<file path="src/stet_pkg.sv">
// Package for the sorted timer expiry table: transfer structs, command and
// event codes, sequencer states and the stored slot layout. No dependencies.
`default_nettype none

package stet_pkg;

    localparam int DEF_TIMER_SLOTS = 16;

    // input commands
    localparam logic [1:0] CMD_TICK = 2'd0;
    localparam logic [1:0] CMD_ADD  = 2'd1;
    localparam logic [1:0] CMD_DEL  = 2'd2;

    // result kinds
    localparam logic [2:0] EV_ADDED   = 3'd0;
    localparam logic [2:0] EV_FULL    = 3'd1;
    localparam logic [2:0] EV_DELETED = 3'd2;
    localparam logic [2:0] EV_MISSING = 3'd3;
    localparam logic [2:0] EV_EXPIRED = 3'd4;

    typedef struct packed {
        logic [1:0]  command;
        logic [15:0] timer_id;
        logic [15:0] duration;
    } t_in;

    typedef struct packed {
        logic [2:0]  event_kind;
        logic [15:0] event_id;
        logic        last;
    } t_out;

    typedef struct packed {
        logic [15:0] id;
        logic [31:0] start;
        logic [15:0] duration;
    } t_slot;

    typedef enum logic [1:0] {
        S_IDLE,
        S_RD,
        S_EX,
        S_FIN
    } t_state;

endpackage

`default_nettype wire

</file>
<file path="src/sorted_timer_expiry_table_top.sv">
// Sorted timer expiry table, top level: sequencer, compare unit and slot RAM.
// Depends on stet_pkg and stet_ram.
//
// Usage
//   Input channel (i_in_valid / o_in_stall / i_in_data): one command per
//   transfer: tick, add or delete by id. Output channel (o_out_valid /
//   i_out_stall / o_out_data): events, the last one of each command flagged;
//   a tick with no expiries and the unused command code give no event.
//   Timers sit in a RAM sorted by duration ascending, a new timer in front of
//   those of equal duration; each entry is visited as a RAM read (S_RD),
//   then a compare and write back (S_EX), by one shared subtract/compare unit.
//   A tick or a delete walks every live entry; an add walks down from the
//   tail over the entries whose duration is not below the new one, landing
//   at the head when that is all of them; a rejected add does no walk.
//   o_in_stall is high while the sequencer is busy with a command; the next
//   command is taken even while the last event still waits for the receiver.
//   Expiries go out in table order, each held back until the next one is
//   found or the walk ends, so that last can be set on the final one. A
//   stalled receiver holds the output register; the walk waits for it only
//   when a further expiry or the command's final event has to go out.
//   Reset (synchronous, active low) empties the table and clears the tick
//   counter at once; RAM contents are not cleared as only live slots are read.
`default_nettype none

module sorted_timer_expiry_table_top #(
    parameter int TIMER_SLOTS = stet_pkg::DEF_TIMER_SLOTS
) (
    input  wire logic          i_clk,
    input  wire logic          i_rst_n,
    input  wire logic          i_in_valid,
    output logic               o_in_stall,
    input  wire stet_pkg::t_in i_in_data,
    output logic               o_out_valid,
    input  wire logic          i_out_stall,
    output stet_pkg::t_out     o_out_data
);

    localparam int AW = $clog2(TIMER_SLOTS);      // slot address bits
    localparam int CW = $clog2(TIMER_SLOTS + 1);  // count bits, holds TIMER_SLOTS
    localparam logic [CW-1:0] FULL_CNT = CW'(TIMER_SLOTS);

    // sequencer and datapath registers
    stet_pkg::t_state r_state, n_state;
    logic [1:0]       r_cmd, n_cmd;
    logic [15:0]      r_id, n_id;
    logic [15:0]      r_dur, n_dur;
    logic             r_full, n_full;
    logic [CW-1:0]    r_idx, n_idx;     // read index (add: one above next read)
    logic [CW-1:0]    r_wr, n_wr;       // compaction write pointer
    logic [CW-1:0]    r_used, n_used;
    logic [31:0]      r_tick, n_tick;
    logic             r_found, n_found;
    logic             r_pend_valid, n_pend_valid;
    logic [15:0]      r_pend_id, n_pend_id;
    logic             r_out_valid;
    stet_pkg::t_out   r_out;

    // RAM interface
    logic                  ram_we;
    logic [AW-1:0]         ram_waddr;
    stet_pkg::t_slot       ram_wdata;
    logic                  ram_re;
    logic [AW-1:0]         ram_raddr;
    logic [$bits(stet_pkg::t_slot)-1:0] ram_rdata;
    stet_pkg::t_slot       rd_slot;
    stet_pkg::t_slot       new_slot;

    // emit request into the output register
    logic                  emit;
    stet_pkg::t_out        emit_data;

    // shared decisions
    logic        out_free;
    logic        fwd_scan;     // tick and delete walk forwards
    logic        scan_end;
    logic [31:0] elapsed;
    logic        expired;
    logic        remove;
    logic        ex_hold;
    logic        add_shift;
    logic        fin_done;

    stet_ram #(
        .WIDTH ($bits(stet_pkg::t_slot)),
        .DEPTH (TIMER_SLOTS)
    ) u_slots (
        .i_clk     (i_clk),
        .i_wr_en   (ram_we),
        .i_wr_addr (ram_waddr),
        .i_wr_data (ram_wdata),
        .i_rd_en   (ram_re),
        .i_rd_addr (ram_raddr),
        .o_rd_data (ram_rdata)
    );

    assign rd_slot  = stet_pkg::t_slot'(ram_rdata);
    assign new_slot = '{id: r_id, start: r_tick, duration: r_dur};

    assign out_free = !r_out_valid || !i_out_stall;
    assign fwd_scan = (r_cmd == stet_pkg::CMD_TICK) || (r_cmd == stet_pkg::CMD_DEL);
    assign scan_end = fwd_scan ? (r_idx == r_used) : (r_idx == '0);

    // the shared compare unit: wrap-around elapsed time against duration
    assign elapsed = r_tick - rd_slot.start;
    assign expired = elapsed > {16'd0, rd_slot.duration};
    assign remove  = (r_cmd == stet_pkg::CMD_TICK) ? expired
                                                   : (!r_found && rd_slot.id == r_id);
    // a second expiry cannot go out while the held one is blocked
    assign ex_hold   = (r_cmd == stet_pkg::CMD_TICK) && remove && r_pend_valid && !out_free;
    assign add_shift = rd_slot.duration >= r_dur;
    assign fin_done  = out_free || ((r_cmd == stet_pkg::CMD_TICK) && !r_pend_valid);

    assign o_in_stall  = (r_state != stet_pkg::S_IDLE);
    assign o_out_valid = r_out_valid;
    assign o_out_data  = r_out;

    // next state
    always_comb begin
        n_state = r_state;
        unique case (r_state)
            stet_pkg::S_IDLE: begin
                if (i_in_valid) begin
                    unique case (i_in_data.command)
                        stet_pkg::CMD_TICK,
                        stet_pkg::CMD_DEL: n_state = stet_pkg::S_RD;
                        stet_pkg::CMD_ADD: begin
                            n_state = (r_used == FULL_CNT) ? stet_pkg::S_FIN : stet_pkg::S_RD;
                        end
                        default:           n_state = stet_pkg::S_IDLE;
                    endcase
                end
            end
            stet_pkg::S_RD: begin
                n_state = scan_end ? stet_pkg::S_FIN : stet_pkg::S_EX;
            end
            stet_pkg::S_EX: begin
                if (fwd_scan) begin
                    n_state = ex_hold ? stet_pkg::S_EX : stet_pkg::S_RD;
                end else begin
                    n_state = add_shift ? stet_pkg::S_RD : stet_pkg::S_FIN;
                end
            end
            stet_pkg::S_FIN: begin
                if (fin_done) begin
                    n_state = stet_pkg::S_IDLE;
                end
            end
            default: n_state = stet_pkg::S_IDLE;
        endcase
    end

    // datapath, RAM controls and event generation
    always_comb begin
        n_cmd        = r_cmd;
        n_id         = r_id;
        n_dur        = r_dur;
        n_full       = r_full;
        n_idx        = r_idx;
        n_wr         = r_wr;
        n_used       = r_used;
        n_tick       = r_tick;
        n_found      = r_found;
        n_pend_valid = r_pend_valid;
        n_pend_id    = r_pend_id;
        ram_we       = 1'b0;
        ram_waddr    = r_wr[AW-1:0];
        ram_wdata    = rd_slot;
        ram_re       = 1'b0;
        ram_raddr    = r_idx[AW-1:0];
        emit         = 1'b0;
        emit_data    = '{event_kind: stet_pkg::EV_ADDED, event_id: r_id, last: 1'b1};

        unique case (r_state)
            stet_pkg::S_IDLE: begin
                if (i_in_valid) begin
                    n_cmd        = i_in_data.command;
                    n_id         = i_in_data.timer_id;
                    n_dur        = i_in_data.duration;
                    n_full       = (r_used == FULL_CNT);
                    n_found      = 1'b0;
                    n_pend_valid = 1'b0;
                    n_wr         = '0;
                    n_idx        = (i_in_data.command == stet_pkg::CMD_ADD) ? r_used : '0;
                    if (i_in_data.command == stet_pkg::CMD_TICK) begin
                        n_tick = r_tick + 32'd1;
                    end
                end
            end
            stet_pkg::S_RD: begin
                if (fwd_scan) begin
                    ram_re    = !scan_end;
                    ram_raddr = r_idx[AW-1:0];
                end else if (scan_end) begin
                    // every entry moved up: new timer goes to the head
                    ram_we    = 1'b1;
                    ram_waddr = '0;
                    ram_wdata = new_slot;
                end else begin
                    ram_re    = 1'b1;
                    ram_raddr = AW'(r_idx - 1'b1);
                end
            end
            stet_pkg::S_EX: begin
                if (fwd_scan) begin
                    if (!remove) begin
                        ram_we    = 1'b1;
                        ram_waddr = r_wr[AW-1:0];
                        ram_wdata = rd_slot;
                        n_wr      = r_wr + 1'b1;
                        n_idx     = r_idx + 1'b1;
                    end else if (r_cmd == stet_pkg::CMD_DEL) begin
                        n_found = 1'b1;
                        n_idx   = r_idx + 1'b1;
                    end else if (!ex_hold) begin
                        emit         = r_pend_valid;
                        emit_data    = '{event_kind: stet_pkg::EV_EXPIRED,
                                         event_id: r_pend_id, last: 1'b0};
                        n_pend_valid = 1'b1;
                        n_pend_id    = rd_slot.id;
                        n_idx        = r_idx + 1'b1;
                    end
                end else begin
                    ram_we    = 1'b1;
                    ram_waddr = r_idx[AW-1:0];
                    if (add_shift) begin
                        ram_wdata = rd_slot;
                        n_idx     = r_idx - 1'b1;
                    end else begin
                        ram_wdata = new_slot;
                    end
                end
            end
            stet_pkg::S_FIN: begin
                if (fin_done) begin
                    n_pend_valid = 1'b0;
                    case (r_cmd)
                        stet_pkg::CMD_TICK: begin
                            emit      = r_pend_valid;
                            emit_data = '{event_kind: stet_pkg::EV_EXPIRED,
                                          event_id: r_pend_id, last: 1'b1};
                            n_used    = r_wr;
                        end
                        stet_pkg::CMD_ADD: begin
                            emit = 1'b1;
                            if (r_full) begin
                                emit_data.event_kind = stet_pkg::EV_FULL;
                            end else begin
                                emit_data.event_kind = stet_pkg::EV_ADDED;
                                n_used = r_used + 1'b1;
                            end
                        end
                        stet_pkg::CMD_DEL: begin
                            emit = 1'b1;
                            emit_data.event_kind = r_found ? stet_pkg::EV_DELETED
                                                           : stet_pkg::EV_MISSING;
                            n_used = r_wr;
                        end
                        default: emit = 1'b0;
                    endcase
                end
            end
            default: ;
        endcase
    end

    always_ff @(posedge i_clk) begin
        if (!i_rst_n) begin
            r_state      <= stet_pkg::S_IDLE;
            r_used       <= '0;
            r_tick       <= '0;
            r_found      <= 1'b0;
            r_pend_valid <= 1'b0;
            r_out_valid  <= 1'b0;
        end else begin
            r_state      <= n_state;
            r_used       <= n_used;
            r_tick       <= n_tick;
            r_found      <= n_found;
            r_pend_valid <= n_pend_valid;
            if (emit) begin
                r_out_valid <= 1'b1;
            end else if (!i_out_stall) begin
                r_out_valid <= 1'b0;
            end
        end
    end

    always_ff @(posedge i_clk) begin
        r_cmd     <= n_cmd;
        r_id      <= n_id;
        r_dur     <= n_dur;
        r_full    <= n_full;
        r_idx     <= n_idx;
        r_wr      <= n_wr;
        r_pend_id <= n_pend_id;
        if (emit) begin
            r_out <= emit_data;
        end
    end

    // table never overfills
    a_used_bound: assert property (@(posedge i_clk) disable iff (!i_rst_n)
        r_used <= FULL_CNT)
        else $error("slot count above table size");

    // compaction write never overtakes the read index
    a_wr_behind: assert property (@(posedge i_clk) disable iff (!i_rst_n)
        (r_state == stet_pkg::S_EX && fwd_scan) |-> (r_wr <= r_idx))
        else $error("write pointer ahead of read index");

    // add walk only examines an entry that exists
    a_add_idx: assert property (@(posedge i_clk) disable iff (!i_rst_n)
        (r_state == stet_pkg::S_EX && r_cmd == stet_pkg::CMD_ADD) |-> (r_idx != '0))
        else $error("add walk below table head");

    // a held expiry only exists during a tick
    a_pend_tick: assert property (@(posedge i_clk) disable iff (!i_rst_n)
        r_pend_valid |-> (r_cmd == stet_pkg::CMD_TICK))
        else $error("held expiry outside a tick");

    // an accepted tick advances time by exactly one
    a_tick_step: assert property (@(posedge i_clk) disable iff (!i_rst_n)
        (i_in_valid && !o_in_stall && i_in_data.command == stet_pkg::CMD_TICK)
        |=> (r_tick == $past(r_tick) + 32'd1))
        else $error("tick counter did not advance");

    // the walk never emits into a blocked output register
    a_emit_free: assert property (@(posedge i_clk) disable iff (!i_rst_n)
        emit |-> out_free)
        else $error("event written over a waiting transfer");

endmodule

`default_nettype wire

</file>
<file path="src/stet_ram.sv">
// Generic simple dual-port RAM: one write port, one read port, registered read.
// Standalone; no package dependency.
`default_nettype none

module stet_ram #(
    parameter int WIDTH = 64,
    parameter int DEPTH = 16
) (
    input  wire logic                     i_clk,
    input  wire logic                     i_wr_en,
    input  wire logic [$clog2(DEPTH)-1:0] i_wr_addr,
    input  wire logic [WIDTH-1:0]         i_wr_data,
    input  wire logic                     i_rd_en,
    input  wire logic [$clog2(DEPTH)-1:0] i_rd_addr,
    output logic      [WIDTH-1:0]         o_rd_data
);

    logic [WIDTH-1:0] r_mem [DEPTH];

    always_ff @(posedge i_clk) begin
        if (i_wr_en) begin
            r_mem[i_wr_addr] <= i_wr_data;
        end
        if (i_rd_en) begin
            o_rd_data <= r_mem[i_rd_addr];
        end
    end

endmodule

`default_nettype wire
</file>
<file path="config.mk">
export PLATFORM = sky130hd
export DESIGN_NAME = sorted_timer_expiry_table_top
export DESIGN_NICKNAME = d
export VERILOG_FILES = /design/src/stet_pkg.sv /design/src/sorted_timer_expiry_table_top.sv /design/src/stet_ram.sv
export SDC_FILE = /design/constraint.sdc
export NUM_CORES = 1
export LEC_CHECK = 0
export ABC_CLOCK_PERIOD_IN_PS = 13000
export BUFFER_PORTS_ARGS = -buffer_cell sky130_fd_sc_hd__buf_2
export CORE_MARGIN = 10
export CORE_UTILIZATION = 55
export DETAILED_ROUTE_END_ITERATION = 7
export PLACE_DENSITY = 0.76
export SLEW_MARGIN = 0
export SYNTH_ARGS = -nofsm -noshare
export SYNTH_HDL_FRONTEND = slang
export SYNTH_SLANG_ARGS = --single-unit
</file>
<file path="constraint.sdc">
create_clock -name i_clk -period 13 [get_ports i_clk]
set_clock_uncertainty 0.05 [all_clocks]
set_input_delay 1.95 -clock i_clk [delete_from_list [all_inputs] [get_ports i_clk]]
set_output_delay 1.95 -clock i_clk [all_outputs]
set_load 0.005 [all_outputs]
</file>
==> impl_metrics.env, run 1 <==
export IMPL_slew_at_the_pin_closest_to_its_max_slew_limit_ns=1.366
export IMPL_max_clock_freq_mhz=125.3
export IMPL_area_delta_synth_final_pct=10.98
export IMPL_timing_final_crit_share_pct=61.40
export IMPL_die_area_um2=102400
export IMPL_chip_height_um=320.0
export IMPL_grt_antenna_before_repair=1
export IMPL_ys_ff_latch=1211
export IMPL_placed_cell_area_um2=51340
export IMPL_cts_sinks=1211
export IMPL_start_util_pct=55.74
export IMPL_area_sequential_um2=35940
export IMPL_leakage_nw=18.07
export IMPL_post_cts_resized_instances=0
export IMPL_final_count_of_hold_timing_violations=0
export IMPL_postCtsHoldBufs=0
export IMPL_timing_setup_critical_path_class="flip-flop to flip-flop"
export IMPL_globalRoute_totalOverflow=0
export IMPL_initialDrtViolationCount=3514
export IMPL_drt_vias_per_instance=6.673
export IMPL_async_reset_ff_share_pct=0
export IMPL_power_share_sequential_pct=50.3
export IMPL_layout_cells_most_common="sky130_fd_sc_hd__edfxtp_1"
export IMPL_final_antenna_net_count=0
export IMPL_row_count=109
export IMPL_antenna_diode_count=0
export IMPL_cts_tree="built"
export IMPL_internal_reg_to_reg_setup_slack_ns=5.02
export IMPL_period_needed_ns=7.982
export IMPL_grt_pass1_vias=26100
export IMPL_finalWeightedCongestion=0.8616
export IMPL_die_w_um=320.0
export IMPL_via_count=25800
export IMPL_setup_viol_count_final=0
export IMPL_p_int_mw=6.940
export IMPL_synthesis_nets=2622
export IMPL_max_cap_violations=0
export IMPL_drt_total_wl_mm=118.9
export IMPL_drcViolationCount=0
export IMPL_nNetsFinal=2730
export IMPL_global_route_usage_total_pct=23.16
export IMPL_layout_drive_gt1_share_pct=23.32
export IMPL_outcome="finished, final reports clean"
export IMPL_final_cell_mix="sky130_fd_sc_hd__edfxtp_1 (1169), sky130_fd_sc_hd__mux4_2 (320), sky130_fd_sc_hd__clkbuf_16 (112)"
export IMPL_sw_frac_of_total_pct=25.21
export IMPL_final_setup_tns_ns=0
export IMPL_numCtsBuffers=112
export IMPL_slew_headroom_pct=8.269
export IMPL_stdcell_count=3866
export IMPL_timing_critical_path_fanout_max=51
export IMPL_count_of_flip_flops_with_a_built_in_enable_after_synthesis=1169
export IMPL_synth_distinct_cells=69
export IMPL_cts_setup_buffers=0
export IMPL_grt_pass1_wl_mm=175.4
export IMPL_detailed_place_hpwl_mm=65.51
export IMPL_total_power_mw=9.279
export IMPL_clk_insertion_delay_late_ns=0.72
export IMPL_power_ir_vdd_worst_mv=0.1434
export IMPL_combinationalPowerShare_pct=15.3
export IMPL_share_clk_of_total_power_pct=34.4
export IMPL_crit_path_start_kind="flip-flop"
export IMPL_clockBufferDepth=3
export IMPL_ioPinCount=60
export IMPL_postSynthCellCount=2504
export IMPL_core_area_um2=88780
export IMPL_cts_htree_levels=3
export IMPL_grt_setup_unrepaired="false"
export IMPL_synthFlopType="sky130_fd_sc_hd__edfxtp_1"
export IMPL_nFillCells=5837
export IMPL_drt_pre_antenna_iters=7
export IMPL_crit_arrival_ns=8.19
export IMPL_wl_per_cell_um=30.75
export IMPL_critical_path_endpoint_type="flip-flop"
export IMPL_portBuffers=59
export IMPL_min_path_type="flip-flop to flip-flop"
export IMPL_cts_root_buf="sky130_fd_sc_hd__clkbuf_16"
export IMPL_synth_warning_count=0
export IMPL_switching_power_mw=2.340
export IMPL_timing_hold_ws_ns=0.4362
export IMPL_proportion_of_synthesized_chip_area_in_sequential_cells_pct=72.63
export IMPL_largest_net_degree_at_the_start_of_global_routing=76
export IMPL_design_area_um2=54930
export IMPL_clock_pin_slew_on_the_worst_setup_and_hold_paths_ns=0.07
export IMPL_worst_ep_required_time_ns=13.21
export IMPL_mappedNetlistArea_um2=49490
export IMPL_area_used_by_multi_input_combinational_logic_um2=12920
export IMPL_postSynthAreaPerCell_um2=19.76
export IMPL_power_per_cell_area_nw_per_um2=168.9
export IMPL_placed_cells_incl_taps=3663
export IMPL_timing_final_max_slew_violations=0
final timing paths:
check               startpoint               endpoint  cells past startpoint
setup / recovery     r_tick[4]  u_slots.r_mem[15][46]                     22
hold / removal    r_pend_valid            o_out_valid                      2
setup reg to reg     r_tick[4]  u_slots.r_mem[15][46]                     22
hold reg to reg   r_pend_valid            o_out_valid                      2
layer usage:
metal  vias up  part of all wire (%)  track usage, %
met3       232                    10           5.153
met1     13500                    39           31.95
met4         0                   2.9           7.385
met2      1512                    48           36.82
li1      10550                     -               -
met5         -                     0               0
Yosys cell counts, types with 4 or more instances:
cell type | count | area share (%)
sky130_fd_sc_hd__edfxtp_1 | 1169 | 71
sky130_fd_sc_hd__mux4_2 | 320 | 15
sky130_fd_sc_hd__inv_1 | 90 | 0.68
sky130_fd_sc_hd__a22o_1 | 84 | 1.5
sky130_fd_sc_hd__nand2_1 | 83 | 0.63
sky130_fd_sc_hd__clkbuf_1 | 79 | 0.60
sky130_fd_sc_hd__ha_1 | 79 | 2.0
sky130_fd_sc_hd__a21oi_1 | 51 | 0.52
sky130_fd_sc_hd__xnor2_1 | 46 | 0.81
sky130_fd_sc_hd__o21ai_0 | 45 | 0.46
sky130_fd_sc_hd__dfxtp_1 | 42 | 1.7
sky130_fd_sc_hd__and2_1 | 39 | 0.49
sky130_fd_sc_hd__nor2_1 | 34 | 0.26
sky130_fd_sc_hd__nand3_1 | 32 | 0.32
sky130_fd_sc_hd__xor2_1 | 32 | 0.57
sky130_fd_sc_hd__buf_2 | 27 | 0.27
sky130_fd_sc_hd__nor4_1 | 23 | 0.29
sky130_fd_sc_hd__nand4_1 | 20 | 0.25
sky130_fd_sc_hd__nor3_1 | 20 | 0.20
sky130_fd_sc_hd__a21o_1 | 19 | 0.29
sky130_fd_sc_hd__and3_1 | 16 | 0.20
sky130_fd_sc_hd__buf_1 | 10 | 0.076
sky130_fd_sc_hd__or3_1 | 10 | 0.13
sky130_fd_sc_hd__nor2b_1 | 9 | 0.11
sky130_fd_sc_hd__o21ai_1 | 8 | 0.081
sky130_fd_sc_hd__a211oi_1 | 7 | 0.11
sky130_fd_sc_hd__a31oi_1 | 7 | 0.088
sky130_fd_sc_hd__a21boi_0 | 6 | 0.091
sky130_fd_sc_hd__nand2b_1 | 6 | 0.076
sky130_fd_sc_hd__o2111ai_1 | 6 | 0.11
sky130_fd_sc_hd__o211ai_1 | 5 | 0.076
sky130_fd_sc_hd__o21a_1 | 5 | 0.076
sky130_fd_sc_hd__o221ai_1 | 5 | 0.088
sky130_fd_sc_hd__a22oi_1 | 4 | 0.061
sky130_fd_sc_hd__mux2i_1 | 4 | 0.081
sky130_fd_sc_hd__o21bai_1 | 4 | 0.061
cell type report:
cell class	count	share of cell area, %
multi-input combinational	1085	23.52
clock buffer	135	5.260
timing repair buffer	112	1.262
inverter	90	0.6151
sequential	1211	65.44
clock inverter	68	1.251
tap	1165	2.654
flip-flops by register name, indices dropped and copies added (netlist names):
name	cells
o_out_data	20
o_out_valid	1
r_cmd	2
r_dur	16
r_found	1
r_full	1
r_id	16
r_idx	5
r_pend_id	16
r_pend_valid	1
r_state	2
r_tick	32
r_used	5
r_wr	5
u_slots.o_rd_data	64
u_slots.r_mem	1024
power by group through the flow:
stage	combinational (mW)	sequential, mW	clock, mW
after global placement	1.36	4.74	0
after global routing	1.52	4.67	3.38
after floorplan	0.999	4.71	0
after detailed placement	1.40	4.74	0
final	1.42	4.66	3.20
after CTS	1.42	4.66	3.24
stage by stage:
stage / setup WS [ns] / utilization [%]
6_report: 5.018 / 61.86
2_1_floorplan: 1.620 / -
3_5_place_dp: 5.148 / 57.83
4_1_cts: 5.067 / 61.86
5_1_grt: 4.466 / 61.86
3_3_place_gp: 5.343 / 57.83
critical path, stage by stage, from the launching register on:
cell,delay (ns)
sky130_fd_sc_hd__dfxtp_1,0.43
sky130_fd_sc_hd__ha_1,0.32
sky130_fd_sc_hd__a21o_1,0.20
sky130_fd_sc_hd__a31o_2,0.23
sky130_fd_sc_hd__o2111ai_1,0.45
sky130_fd_sc_hd__nand2_1,0.16
sky130_fd_sc_hd__nand3_1,0.12
sky130_fd_sc_hd__nand2_1,0.08
sky130_fd_sc_hd__a21o_1,0.20
sky130_fd_sc_hd__a21oi_1,0.18
sky130_fd_sc_hd__xnor2_1,0.11
sky130_fd_sc_hd__ha_1,0.31
sky130_fd_sc_hd__nand4_1,0.13
sky130_fd_sc_hd__nor4_1,0.39
sky130_fd_sc_hd__nand4_1,0.15
sky130_fd_sc_hd__o31a_1,0.13
sky130_fd_sc_hd__a311oi_1,0.21
sky130_fd_sc_hd__o2111ai_1,0.17
sky130_fd_sc_hd__nor4_2,0.41
sky130_fd_sc_hd__nand4_2,0.25
sky130_fd_sc_hd__o21ba_1,0.62
sky130_fd_sc_hd__nor4_4,1.30
sky130_fd_sc_hd__buf_4,0.92
cells by family after synthesis:
| group | Yosys count | share of synthesized area [%] |
|---|---|---|
| DFF | 1211 | 72.63 |
| buffers and inverters | 208 | 1.684 |
| muxes | 324 | 14.64 |
| and+or+nand+nor | 308 | 3.261 |
| AOI/OAI and AO/OA | 295 | 4.364 |
| xor gates and xnor gates | 78 | 1.380 |
| adders and majority gates | 80 | 2.038 |
No activity file was read; power rests on OpenSTA's default activity.
==> run 2, diff against run 1 <==
- ABC_CLOCK_PERIOD_IN_PS: 13000 -> 8200
- clock period: 13 -> 8.2 ns (I/O delays scaled with it)
==> run 2 against run 1 <==
Hold slack got worse by 0.0049 ns. Critical path type unchanged. Critical endpoint is now u_slots.r_mem[8][37]. Core utilization up 0.44 points. Die area stayed put. Largest power group unchanged.
==> impl_metrics.env, run 2 (synthesis gave the netlist of run 1 again) <==
export IMPL_timing_critical_path_fanout_max=52
export IMPL_placed_cells_incl_taps=3654
export IMPL_final_setup_tns_ns=0
export IMPL_nNetsFinal=2722
export IMPL_min_path_type="flip-flop to flip-flop"
export IMPL_area_delta_synth_final_pct=11.77
export IMPL_share_clk_of_total_power_pct=34.9
export IMPL_p_int_mw=11.09
export IMPL_cts_setup_buffers=0
export IMPL_switching_power_mw=3.782
export IMPL_placed_cell_area_um2=51630
export IMPL_die_w_um=320.0
export IMPL_post_cts_resized_instances=0
export IMPL_timing_final_crit_share_pct=88.34
export IMPL_detailed_place_hpwl_mm=66.09
export IMPL_drt_total_wl_mm=118.4
export IMPL_worst_ep_required_time_ns=8.46
export IMPL_combinationalPowerShare_pct=15.4
export IMPL_design_area_um2=55310
export IMPL_slew_headroom_pct=19.14
export IMPL_globalRoute_totalOverflow=0
export IMPL_max_cap_violations=0
export IMPL_final_antenna_net_count=0
export IMPL_setup_viol_count_final=0
export IMPL_wl_per_cell_um=30.65
export IMPL_sw_frac_of_total_pct=25.43
export IMPL_period_needed_ns=7.244
export IMPL_cts_root_buf="sky130_fd_sc_hd__clkbuf_16"
export IMPL_initialDrtViolationCount=3157
export IMPL_start_util_pct=55.74
export IMPL_finalWeightedCongestion=0.8528
export IMPL_r2r_end="u_slots.r_mem[8][37]"
export IMPL_core_area_um2=88780
export IMPL_layout_drive_gt1_share_pct=23.55
export IMPL_worst_setup_path_endpoint="u_slots.r_mem[8][37]"
export IMPL_power_ir_vdd_worst_mv=0.2908
export IMPL_row_count=109
export IMPL_drt_pre_antenna_iters=6
export IMPL_clock_pin_slew_on_the_worst_setup_and_hold_paths_ns=0.06
export IMPL_top_register="u_slots.r_mem"
export IMPL_via_count=25690
export IMPL_internal_reg_to_reg_setup_slack_ns=0.96
export IMPL_cts_sinks=1211
export IMPL_critical_path_endpoint_type="flip-flop"
export IMPL_postCtsHoldBufs=0
export IMPL_layout_cells_most_common="sky130_fd_sc_hd__edfxtp_1"
export IMPL_cts_htree_levels=3
export IMPL_die_area_um2=102400
export IMPL_place_worst_setup_slack_ns=0.9664
export IMPL_critical_path_startpoint="r_tick[0]"
export IMPL_outcome="finished, final reports clean"
export IMPL_max_clock_freq_mhz=138.0
export IMPL_regToRegStartpoint="r_tick[0]"
export IMPL_grt_pass1_wl_mm=176.2
export IMPL_chip_height_um=320.0
export IMPL_stdcell_count=3862
export IMPL_grt_setup_unrepaired="false"
export IMPL_final_cell_mix="sky130_fd_sc_hd__edfxtp_1 (1169), sky130_fd_sc_hd__mux4_2 (320), sky130_fd_sc_hd__clkbuf_16 (112)"
export IMPL_crit_arrival_ns=7.51
export IMPL_final_count_of_hold_timing_violations=0
export IMPL_power_per_cell_area_nw_per_um2=268.9
export IMPL_leakage_nw=18.16
export IMPL_power_share_sequential_pct=49.7
export IMPL_drt_vias_per_instance=6.651
export IMPL_numCtsBuffers=112
export IMPL_registers_with_the_most_flip_flops="u_slots.r_mem x1024, u_slots.o_rd_data x64, r_tick x32"
export IMPL_cts_tree="built"
export IMPL_clockBufferDepth=3
export IMPL_timing_setup_critical_path_class="flip-flop to flip-flop"
export IMPL_grt_antenna_before_repair=0
export IMPL_timing_final_max_slew_violations=0
export IMPL_drcViolationCount=0
export IMPL_largest_reg_flops=1024
export IMPL_finalWorstSetupSlack_ns=0.9560
export IMPL_ioPinCount=60
export IMPL_grt_pass1_vias=26090
export IMPL_clk_insertion_delay_late_ns=0.71
export IMPL_portBuffers=59
export IMPL_global_route_usage_total_pct=23.10
export IMPL_slew_at_the_pin_closest_to_its_max_slew_limit_ns=1.212
export IMPL_largest_net_degree_at_the_start_of_global_routing=111
export IMPL_crit_path_start_kind="flip-flop"
export IMPL_worst_r2r_cell_count=22
-- run 2: cell types whose count changed in the layout (fill, tap and decap cells not counted), sizes merged --
| cell | before | now |
|---|---|---|
| diode | 0 | 1 |
| clkinv | 53 | 45 |
| clkbuf | 135 | 137 |
| buf | 112 | 104 |
| inv | 94 | 96 |
| bufinv | 9 | 11 |
| clkinvlp | 2 | 7 |
-- run 2: per-layer routing --
metal / vias to the layer above / part of all wire, % / wire, µm / track usage, %
li1: 10530 / - / - / -
met1: 13430 / 38 / 45440 / 31.57
met2: 1491 / 48 / 57270 / 36.86
met3: 240 / 10 / 12280 / 5.525
met4: 0 / 2.9 / 3391 / 7.063
met5: - / 0 / 0 / 0
-- run 2: worst min path at each step --
stage          depth (start not counted)  slack (ns)                   from           end
2_1_floorplan                          2        0.40           r_pend_valid   o_out_valid
3_3_place_gp                           2        0.42           r_pend_valid   o_out_valid
3_5_place_dp                           2        0.42           r_pend_valid   o_out_valid
4_1_cts                                2        0.43           r_pend_valid   o_out_valid
5_1_grt                                0        0.47  u_slots.o_rd_data[55]  r_pend_id[7]
6_report                               2        0.43           r_pend_valid   o_out_valid
-- run 2: power by group through the flow --
| stage | sequential, mW | combinational (mW) | clock (mW) |
|---|---|---|---|
| after detailed placement | 7.52 | 2.26 | 0 |
| after floorplan | 7.46 | 1.59 | 0 |
| after global placement | 7.51 | 2.19 | 0 |
| after global routing | 7.40 | 2.46 | 5.46 |
| after CTS | 7.39 | 2.29 | 5.25 |
| final | 7.39 | 2.30 | 5.19 |
-- run 2: layout make-up --
| type | count | area (µm²) |
|---|---|---|
| Multi-Input combinational cell | 1085 | 13040 |
| Clock inverter | 69 | 759.5 |
| Fill cell | 5754 | 33470 |
| Clock buffer | 137 | 2907 |
| Sequential cell | 1211 | 35940 |
| Timing Repair Buffer | 104 | 870.8 |
| Tap cell | 1165 | 1458 |
| Antenna cell | 1 | 2.502 |
| Inverter | 90 | 337.8 |
-- run 2: metrics by stage --
step | util [%] | power [mW] | hold WS [ns]
2_1_floorplan | - | 9.053 | 0.3997
6_report | 62.30 | 14.87 | 0.4313
4_1_cts | 62.28 | 14.93 | 0.4311
3_3_place_gp | 58.15 | 9.700 | 0.4157
3_5_place_dp | 58.15 | 9.779 | 0.4223
5_1_grt | 62.30 | 15.32 | 0.4700
-- run 2: worst max-delay path, cell delays in order (launching register included) --
cell and delay, ns:
sky130_fd_sc_hd__dfxtp_1 0.39, sky130_fd_sc_hd__inv_1 0.09, sky130_fd_sc_hd__ha_1 0.23, sky130_fd_sc_hd__fa_1 0.41, sky130_fd_sc_hd__nor2b_1 0.17, sky130_fd_sc_hd__o2111ai_1 0.23, sky130_fd_sc_hd__a211oi_2 0.47, sky130_fd_sc_hd__nor3_1 0.13
sky130_fd_sc_hd__o21ai_0 0.23, sky130_fd_sc_hd__xor2_1 0.10, sky130_fd_sc_hd__ha_1 0.33, sky130_fd_sc_hd__nand4_1 0.15, sky130_fd_sc_hd__nor4_1 0.37, sky130_fd_sc_hd__nand4_1 0.14, sky130_fd_sc_hd__o31a_1 0.12, sky130_fd_sc_hd__a311oi_1 0.20
sky130_fd_sc_hd__o2111ai_1 0.16, sky130_fd_sc_hd__nor4_2 0.44, sky130_fd_sc_hd__nand4_2 0.23, sky130_fd_sc_hd__o21ba_1 0.63, sky130_fd_sc_hd__buf_4 0.40, sky130_fd_sc_hd__nor4_4 0.32, sky130_fd_sc_hd__buf_4 0.79
